`src/rtl/awb_fifo.sv`:
```
// Small register queue used between pipeline sections.
module awb_fifo #(
  parameter int W = 8,
  parameter int DEPTH = 8
) (
  input  logic                         clk,
  input  logic                         rst_n,
  input  logic                         push,
  input  logic [W-1:0]                 din,
  input  logic                         pop,
  output logic [W-1:0]                 dout,
  output logic                         empty,
  output logic [$clog2(DEPTH+1)-1:0]   count
);
  localparam int PW = $clog2(DEPTH);
  localparam int CW = $clog2(DEPTH+1);

  logic [W-1:0]  q_r [DEPTH];
  logic [PW-1:0] wp_r, rp_r;
  logic [CW-1:0] cnt_r;

  assign empty = (cnt_r == '0);
  assign count = cnt_r;
  assign dout  = q_r[rp_r];

  always_ff @(posedge clk) begin
    if (push) begin
      q_r[wp_r] <= din;
    end
  end

  always_ff @(posedge clk) begin
    if (!rst_n) begin
      wp_r  <= '0;
      rp_r  <= '0;
      cnt_r <= '0;
    end else begin
      if (push) wp_r <= PW'(32'(wp_r) + 1 == DEPTH ? 0 : 32'(wp_r) + 1);
      if (pop)  rp_r <= PW'(32'(rp_r) + 1 == DEPTH ? 0 : 32'(rp_r) + 1);
      cnt_r <= cnt_r + CW'(push) - CW'(pop);
    end
  end
endmodule

```
`config.mk`:
```
export PLATFORM = sky130hd
export DESIGN_NAME = awb_fifo
export DESIGN_NICKNAME = d
export VERILOG_FILES = /design/src/rtl/awb_fifo.sv
export SDC_FILE = /design/constraint.sdc
export NUM_CORES = 1
export LEC_CHECK = 0
export ABC_AREA = 1
export BUFFER_PORTS_ARGS = -buffer_cell sky130_fd_sc_hd__buf_2
export CORE_MARGIN = 3
export CORE_UTILIZATION = 25
export DETAILED_ROUTE_END_ITERATION = 10
export GPL_TIMING_DRIVEN = 1
export PLACE_DENSITY = 0.43
export SYNTH_ARGS = -nofsm -noshare
export SYNTH_HDL_FRONTEND = slang
export SYNTH_SLANG_ARGS = --single-unit
```
`constraint.sdc`:
```
create_clock -name clk -period 1.5 [get_ports clk]
set_input_delay 0.3 -clock clk [delete_from_list [all_inputs] [get_ports clk]]
set_output_delay 0.3 -clock clk [all_outputs]
set_load 0.01 [all_outputs]
```
==> metrics.md <==
| Metric | Value |
|---|---|
| CTS clk-pin slew, worst paths | `approximately 0.06 ns` |
| DRC | `0` |
| Die width | `124 um` |
| CP endpoint kind | `primary output` |
| Placer Congestion | `0.755` |
| Logic pwr share | `0.170` |
| Final worst slack | `-0.203 ns` |
| Cts hold-fix bufs | `0` |
| Failing checks | `setup timing` |
| Drt initial violations | `121` |
| F_max | `587 MHz` |
| Async set-reset flop share out of synthesis | `0` |
| Worst VDD drop | `0.556 mV` |
| Vias | `2,287` |
| CP Max Fanout | `16` |
| Hold WC Path Type | `in -> reg` |
| Final WL | `7380 um` |
| Max-slew violations | `0` |
| Net count, final | `423` |
| Register area share after synthesis | `0.630` |
| Overall power | `5.52 mW` |
| Die height | `124 um` |
| Row cnt | `42` |
| Final Hold Vio Count | `0` |
| Status | `finished, violations left` |
| Synth Flop Type | `edfxtp_1` |
| Power Internal | `4.09 mW` |
| Inserted Clock Buffers | `9` |
| Number of global-route vias before repair | `2,267` |
| Final setup viols | `8` |
| Area grow syn2layout | `24.1%` |
| Startpoint class of the critical path | `flop` |
| Req. time, crit path | `around 1.2 ns` |
| Mean routed wirelength per cell | `12.6 um` |
| Max Cap Violations | `0` |
| Max Root-Sink Buffers | `2` |
| Final worst path period need | `1.70 ns` |
| Reg-to-Reg End | `count[1]$_SDFF_PN0_` |
| Synth Instances | `356` |
| Mean post-synth cell area | `9.74 um^2` |
| Synthesized cell area | `0.00347 mm^2` |
| H-tree levels | `3` |
| Yosys warning count | `0` |
| Syn Nets | `between 300 and 400` |
| Largest area contributor in the netlist | `edfxtp_1` |
| Io pins | `25` |
| Top post-synthesis cells by count | `107 x nand2_1, 79 x inv_1, 64 x edfxtp_1` |
| Fin crit share | `1.14` |
| Slew @ Worst Pin | `0.407 ns` |
| #FFs+latches synth | `77` |
| CORE AREA | `0.0134 mm^2` |
| Worst r2r src | `count[0]$_SDFF_PN0_` |
| Largest net degree at the start of global routing | `17` |
| I/O Buffers | `24` |
| RSZ-0062 raised after global routing | `yes` |
| Distinct cells, synth | `20` |
| R2R depth | `7` |
| Count leader, synth | `nand2_1` |
| Synth top area share | `0.555` |
| Diode count | `0` |
| Number of flops mapped to enable cells by yosys | `64` |
| Crit Path Class | `reg -> out` |
| Die ar. | `between 0.015 and 0.02 mm^2` |
| TritonCTS clock tree | `yes` |
| Worst EP arrival | `1.40 ns` |
| Reg2reg setup slack | `0.05 ns` |
| Worst Skew | `a little over 0.006 ns` |
| Initial Utilization | `0.259` |
| Leading post-synthesis cells by cell area | `edfxtp_1 55%, nand2_1 12%, inv_1 8.6%` |
| Drt first pass iters | `4` |
| Clock Power Share | `0.383` |
| All-Layer GR Usage | `0.106` |
| Sw Pwr | `1.43 mW` |
| First-pass GRT wire length | `11,900 um` |
| PD cells | `1280 mW/mm^2` |
| CTS root buf | `clkbuf_16` |
| Via density per instance | `3.92` |
| GRT overflow | `0` |
| Fin cells | `around 580` |
| Critical Path End | `dout[2]` |
| Initial antenna violation count | `1` |
| Sw frac | `0.259` |
| Flop pwr share | `0.448` |
| Share of layout cells above drive strength 1 | `0.225` |
| Leakage | `approximately 2.0 nW` |
| Slew HR | `0.729` |
| Antenna viol nets, final | `0` |
| Worst skew pair latency | `0.33 ns` |
| DP Wirelength | `4740 um` |
| Sinks on Clock Net | `77` |
| Placed cell count | `565` |
==> cell families after synthesis <==
| group | count (synthesis) | share of synthesized area |
|---|---|---|
| AOI/OAI and AO/OA | 9 | 0.0130 |
| adders and majority gates | 8 | 0.0310 |
| and+or+nand+nor | 168 | 0.203 |
| DFF | 77 | 0.630 |
| xor gates and xnor gates | 2 | 0.00506 |
| buffers and inverters | 92 | 0.118 |
==> sequential cells by signal (all words and copies together), names as in the netlist, named ones only <==
name	cells
count	4
rp_r	3
q_r	64
wp_r	3
==> per-layer routing <==
| metal | GRT usage | vias up | share of wire |
|---|---|---|---|
| met3 | 0.0318 | 11 | 0.035 |
| met4 | 0.0436 | 2 | 0.018 |
| met1 | 0.138 | 1054 | 0.48 |
| met2 | 0.164 | 26 | 0.46 |
| li1 | - | 1194 | - |
| met5 | 0 | - | 0.0018 |
==> power by group through the flow <==
stage	Clock, mW	Sequential [mW]	Combinational, mW
global placement	0	2.51	0.801
global route	2.27	2.48	1.06
floorplan	0	2.51	0.544
CTS	2.18	2.47	0.901
finish	2.11	2.47	0.937
detailed placement	0	2.51	0.813
==> area by class of cell <==
cell class	count	area, um^2
fill	1393	9100
sequential	77	2190
multi-input combinational	187	922
timing repair buffer	46	332
inverter	81	325
clock buffer	10	229
tap	176	220
clock inverter	6	63.8
timing repair inverter	1	20.0
==> cell usage in the layout (no fill, tap or decap), types with 3 or more instances in the layout <==
| cell type | synthesis | routed |
|---|---|---|
| a21oi_1 | 6 | 5 |
| buf_2 | 2 | 23 |
| buf_4 | 3 | 16 |
| buf_6 | 5 | 5 |
| clkbuf_16 | 0 | 9 |
| dfxtp_1 | 13 | 9 |
| dfxtp_2 | 0 | 3 |
| edfxtp_1 | 64 | 64 |
| ha_1 | 7 | 5 |
| inv_1 | 79 | 76 |
| nand2_1 | 107 | 104 |
| nand2_2 | 10 | 13 |
| nand3_1 | 34 | 32 |
| nor2_1 | 15 | 15 |
| o21ai_0 | 3 | 3 |
==> critical path, stage by stage (launching register included) <==
cell     delay [ns]
dfxtp_4        0.40
buf_12         0.13
inv_16         0.05
nand2_2        0.05
nand3_1        0.06
nand2_1        0.07
nand2_1        0.05
nand2_1        0.11
buf_2          0.15
==> worst min-delay path by stage <==
stage | startpoint | to | slack [ns] | cells after the start
after detailed placement | wp_r[0]$_SDFFE_PN0P_ | wp_r[0]$_SDFFE_PN0P_ | 0.50 | 2
after global placement | wp_r[0]$_SDFFE_PN0P_ | wp_r[0]$_SDFFE_PN0P_ | 0.49 | 2
after floorplan | rst_n | count[0]$_SDFF_PN0_ | 0.39 | 2
after global routing | din[4] | q_r[4][4]$_DFFE_PP_ | 0.23 | 1
after CTS | din[4] | q_r[5][4]$_DFFE_PP_ | 0.23 | 1
final | din[2] | q_r[2][2]$_DFFE_PP_ | 0.24 | 1
==> what timing repair did <==
action | in CTS | in global routing
cloned | 1 | 0
buffers inserted | 3 | 0
resized for setup | 22 | 9
setup endpoints to repair | 10 | 12
pin swaps | 4 | 8
==> metrics by stage <==
step / worst slack [ns] / util / hold WS [ns] / setup TNS [ns] / cell area (um^2)
2_1_floorplan: -0.0230 / - / 0.393 / -0.0230 / 3470
3_3_place_gp: -0.105 / 0.288 / 0.488 / -0.171 / 3850
3_5_place_dp: -0.127 / 0.288 / 0.499 / -0.221 / 3850
4_1_cts: -0.201 / 0.319 / 0.230 / -1.50 / 4280
5_1_grt: -0.291 / 0.321 / 0.231 / -2.11 / 4300
6_report: -0.203 / 0.321 / 0.238 / -1.30 / 4300
No activity file was read; power rests on OpenSTA's default activity.
