**src/rtl/awb_pkg.sv**
```systemverilog
// Shared constants for the affine warp bilinear sampler.
package awb_pkg;

  localparam int PIX_W = 8;
  localparam int RGB_W = 3 * PIX_W;
  localparam int CFG_AW = 5;
  localparam int MID_DEPTH = 8;
  localparam int OUT_DEPTH = 8;

  typedef enum logic [2:0] {
    REG_COEF_XX   = 3'd0,
    REG_COEF_XY   = 3'd1,
    REG_OFFSET_X  = 3'd2,
    REG_COEF_YX   = 3'd3,
    REG_COEF_YY   = 3'd4,
    REG_OFFSET_Y  = 3'd5,
    REG_SRC_WIDTH = 3'd6,
    REG_SRC_HEIGHT = 3'd7
  } reg_idx_t;

endpackage

```
**src/rtl/awb_front.sv**
```systemverilog
// Front end: accepts beats, maps requests to source coordinates, classifies them.
module awb_front #(
  parameter int MAX_SRC_DIM = 256,
  parameter int OUT_DIM = 112,
  parameter int FRAC_BITS = 16,
  parameter int OCW = 7,
  parameter int AW = 8,
  parameter int EW = 8
) (
  input  logic                          clk,
  input  logic                          rst_n,
  input  logic                          push,
  output logic                          full,
  input  logic                          mode,
  input  logic [awb_pkg::PIX_W-1:0]     pix_col,
  input  logic [awb_pkg::PIX_W-1:0]     pix_row,
  input  logic [awb_pkg::RGB_W-1:0]     rgb,
  input  logic [OCW-1:0]                out_col,
  input  logic [OCW-1:0]                out_row,
  input  logic signed [31:0]            coef_xx,
  input  logic signed [31:0]            coef_xy,
  input  logic signed [31:0]            offset_x,
  input  logic signed [31:0]            coef_yx,
  input  logic signed [31:0]            coef_yy,
  input  logic signed [31:0]            offset_y,
  input  logic [8:0]                    src_width,
  input  logic [8:0]                    src_height,
  input  logic [$clog2(awb_pkg::MID_DEPTH+1)-1:0] mid_cnt,
  output logic                          mid_push,
  output logic [EW-1:0]                 mid_data
);
  localparam int F  = FRAC_BITS;
  localparam int PW = 33 + OCW;
  localparam int SW = PW + 2;
  localparam int DW = ($clog2(MAX_SRC_DIM+1) > 9) ? $clog2(MAX_SRC_DIM+1) : 9;

  logic                      f1_v_r, f1_req_r;
  logic [awb_pkg::PIX_W-1:0] f1_pc_r, f1_pr_r;
  logic [awb_pkg::RGB_W-1:0] f1_rgb_r;
  logic signed [PW-1:0]      px1_r, px2_r, py1_r, py2_r;
  logic signed [PW-1:0]      px1_nxt, px2_nxt, py1_nxt, py2_nxt;
  logic                      acc, keep;
  logic signed [SW-1:0]      sx, sy, limx, limy;
  logic [DW-1:0]             wz, hz, w, h;
  logic signed [DW:0]        wm1, hm1;
  logic                      outside;
  logic [AW-1:0]             ya, xa;
  logic [F-1:0]              fx, fy;

  assign full = (32'(mid_cnt) + 32'(f1_v_r)) >= awb_pkg::MID_DEPTH;
  assign acc  = push && !full;
  assign keep = mode ? (32'(out_col) < OUT_DIM && 32'(out_row) < OUT_DIM)
                     : (32'(pix_col) < MAX_SRC_DIM && 32'(pix_row) < MAX_SRC_DIM);

  always_comb begin
    px1_nxt = coef_xx * $signed({1'b0, out_col});
    px2_nxt = coef_xy * $signed({1'b0, out_row});
    py1_nxt = coef_yx * $signed({1'b0, out_col});
    py2_nxt = coef_yy * $signed({1'b0, out_row});
  end

  always_ff @(posedge clk) begin
    if (!rst_n) begin
      f1_v_r <= 1'b0;
    end else begin
      f1_v_r <= acc && keep;
    end
  end

  always_ff @(posedge clk) begin
    if (acc) begin
      f1_req_r <= mode;
      f1_pc_r  <= pix_col;
      f1_pr_r  <= pix_row;
      f1_rgb_r <= rgb;
      px1_r    <= px1_nxt;
      px2_r    <= px2_nxt;
      py1_r    <= py1_nxt;
      py2_r    <= py2_nxt;
    end
  end

  // dimensions saturate at the store size; zero gives a negative limit
  always_comb begin
    wz   = DW'(src_width);
    hz   = DW'(src_height);
    w    = (32'(wz) > MAX_SRC_DIM) ? DW'(MAX_SRC_DIM) : wz;
    h    = (32'(hz) > MAX_SRC_DIM) ? DW'(MAX_SRC_DIM) : hz;
    wm1  = $signed({1'b0, w}) - (DW+1)'(1);
    hm1  = $signed({1'b0, h}) - (DW+1)'(1);
    limx = SW'(wm1) <<< F;
    limy = SW'(hm1) <<< F;
    sx   = SW'(px1_r) + SW'(px2_r) + SW'(offset_x);
    sy   = SW'(py1_r) + SW'(py2_r) + SW'(offset_y);
    outside = (sx < 0) || (sy < 0) || (sx >= limx) || (sy >= limy);
    if (f1_req_r) begin
      xa = sx[F+AW-1:F];
      ya = sy[F+AW-1:F];
      fx = sx[F-1:0];
      fy = sy[F-1:0];
    end else begin
      xa = AW'(f1_pc_r);
      ya = AW'(f1_pr_r);
      fx = '0;
      fy = '0;
    end
  end

  assign mid_push = f1_v_r;
  assign mid_data = {f1_req_r, outside, ya, xa, fx, fy, f1_rgb_r};
endmodule

```
**config.mk**
```make
export PLATFORM = sky130hd
export DESIGN_NAME = awb_front
export DESIGN_NICKNAME = d
export VERILOG_FILES = /design/src/rtl/awb_pkg.sv /design/src/rtl/awb_front.sv
export SDC_FILE = /design/constraint.sdc
export NUM_CORES = 1
export LEC_CHECK = 0
export BUFFER_PORTS_ARGS = -buffer_cell sky130_fd_sc_hd__buf_4
export CAP_MARGIN = 20
export CORE_AREA = 8 8 103 105
export DETAILED_ROUTE_END_ITERATION = 10
export DIE_AREA = 0 0 111 113
export GPL_ROUTABILITY_DRIVEN = 0
export PLACE_DENSITY = 0.44
export SETUP_SLACK_MARGIN = 0.15
export SLEW_MARGIN = 20
export SYNTH_ARGS = -nofsm -noshare
export SYNTH_HDL_FRONTEND = slang
export SYNTH_SLANG_ARGS = --single-unit
```
**constraint.sdc**
```tcl
create_clock -name clk -period 2.5 [get_ports clk]
set_input_delay 0.75 -clock clk [delete_from_list [all_inputs] [get_ports clk]]
set_output_delay 0.75 -clock clk [all_outputs]
set_load 0.01 [all_outputs]
```
==> metrics.cfg <==
[final_layout]
final_area_sq_um = 815
fin_nets = 333
multi_input_area_sq_um = 104
diodes = 0
syn_to_final_growth_pct = 140
layout-drive-gt1-share = 0.707
fillers = 1019
seqCellArea_sq_um = 260

[clocking]
cts_made_buffers = 3
htreeDepth = 1
cts.root.buffer_cell = clkbuf_8
path_clk_slew_ns = 0.04
clock_sinks = 9
clk_path_buf_depth = 2
cts_hold_buf = 0
clk_latency_ns = 0.23
cts_tree = done

[timing]
fin_worst_skew_ns = 0.00186
final.setup.tns_ns = 0
min_period_ns = 2.37
worstMarginPinSlew_ns = 0.217
fin_crit_sh = 0.946
slew_headroom = 0.855
slew_viol_final = 0
hold_viol = 0
rsz0062_at_grt = yes
fmax_mhz = 423
setup_violations = 0

[pwr]
p_leak_uw = 0.000309
vdd_drop_max_mv = 0.200
pwr_density_cell_nw_per_um2 = 488

[synth]
synth_cell_types = 9
ys_ff_latch = 9
synth_seq_area_share = 0.768
syn-instance-count = 19
ys_warn_count = 0
synth.cell_area_sq_um = 339
synth_area_per_cell_sq_um = 17.8
syn_nets = 293

[setup_path]
crit_path_end_kind = output port
cp_data_required_time_ns = 1.75
arrival_ns = 1.62
critPathMaxFanout = 3
crit_type = in2out
critPathLaunchType = primary input

[global_routing]
grt_usage = 0.0257
antenna_found_initial = 0
grt_pass1_vias = 393
grt_max_degree = 9
grt_first_pass_wirelength_um = 2350
overflow = 0

[drt]
drtIter0Drc = 1
via_per_inst = 1.95
wl_um = 1550
ant_nets = 0
wire_per_inst_um = 9.18
drt-pass1-iter-count = 2
drc_errors = 0
num_vias = 330

[placement]
placed_area_sq_um = 726
io_buffers = 31

[floorplanning]
dieArea_sq_um = 12500
fp-row-count = 35
io_pins = 282
core_sq_um = 8980
die_h_um = 113
initial_core_util = 0.0378
die_w_um = 111

[worst_hold_path]
hp-class = in2reg

[status]
outcome = finished, final reports clean

[job]
max_cap_viol_count = 0

[final timing paths]
kind | startpoint | endpoint | depth (start not counted) | slack, ns
setup / recovery | mid_cnt[0] | full | 6 | 0.13
hold / removal | rgb[7] | f1_rgb_r[7] | 1 | 0.70
setup reg to reg | mid_push | f1_rgb_r[3] | 8 | 0.70
hold reg to reg | mid_push | mid_push | 6 | 1.15
[cell usage in the layout (no fill, tap or decap)]
master / Yosys / final
ha_4: 0 / 2
buf_4: 0 / 34
nor2b_1: 1 / 1
dfxtp_1: 1 / 1
clkbuf_1: 0 / 1
nand4_1: 3 / 3
buf_6: 0 / 1
edfxtp_1: 8 / 8
a21oi_2: 1 / 1
a31oi_1: 1 / 1
nor2_1: 1 / 1
and4b_1: 1 / 1
clkbuf_8: 0 / 3
[Yosys cell counts]
cell / n / area share
nor2b_1: 1 / 0.018
and4b_1: 1 / 0.030
ha_1: 2 / 0.074
edfxtp_1: 8 / 0.71
dfxtp_1: 1 / 0.059
a31oi_1: 1 / 0.018
a21oi_2: 1 / 0.026
nand4_1: 3 / 0.055
nor2_1: 1 / 0.011
[worst max-delay path, cell delays in order]
cell     delay, ns
buf_6         0.10
ha_4          0.16
ha_4          0.14
and4b_1       0.25
a21oi_2       0.07
buf_4         0.15
[power breakdown]
part	internal (uW)	switching (uW)	total [uW]
clock	111	54.7	166
sequential	172	4.59	177
combinational	35.5	19.8	55.3
total	319	79.1	398
[routing by layer]
layer	global-route usage	wire, um
met2	0.0211	369
met3	0.0270	300
met5	0	0
met1	0.0364	871
met4	0.00811	10
[layout make-up]
class,instances,share of cell area
repair buffers,35,0.327
flip-flops and latches,9,0.320
well taps,111,0.171
multi-input cells,10,0.127
clock buffers,4,0.0553
[registers in the layout (all words and copies together), names as in the netlist]
| name | cells |
|---|---|
| f1_rgb_r | 8 |
| mid_push | 1 |
[kinds of logic (layout without fill, tap and decap cells)]
| group | Yosys count | in the layout | synth area share |
|---|---|---|---|
| buffers and inverters | 0 | 39 | 0 |
| adder cells (fa/ha/maj) | 2 | 2 | 0.0738 |
| flip-flops | 9 | 9 | 0.768 |
| AND/OR/NAND/NOR | 6 | 6 | 0.114 |
| AO/OA/AOI/OAI | 2 | 2 | 0.0443 |
[through the flow]
step / cells / setup WS, ns / total power, uW / hold WS (ns) / util
final: 169 / 0.134 / 398 / 0.695 / 0.0907
after global routing: 169 / 0.102 / 417 / 0.681 / 0.0907
after CTS: 168 / 0.140 / 402 / 0.689 / 0.0899
after detailed placement: 163 / 0.0324 / 231 / 0.930 / 0.0808
after global placement: 163 / 0.0360 / 230 / 0.930 / 0.0808
after floorplan: 19 / 0.255 / 186 / 0.849 / -
[repair_timing]
action / 4_1_cts / 5_1_grt
pin swaps: 3 / 2
gates resized for setup: 5 / 0
cloned: 0 / 0
buffers inserted: 1 / 1
endpoints found under the setup margin: 1 / 1
Power figures use the tool's default switching activity.
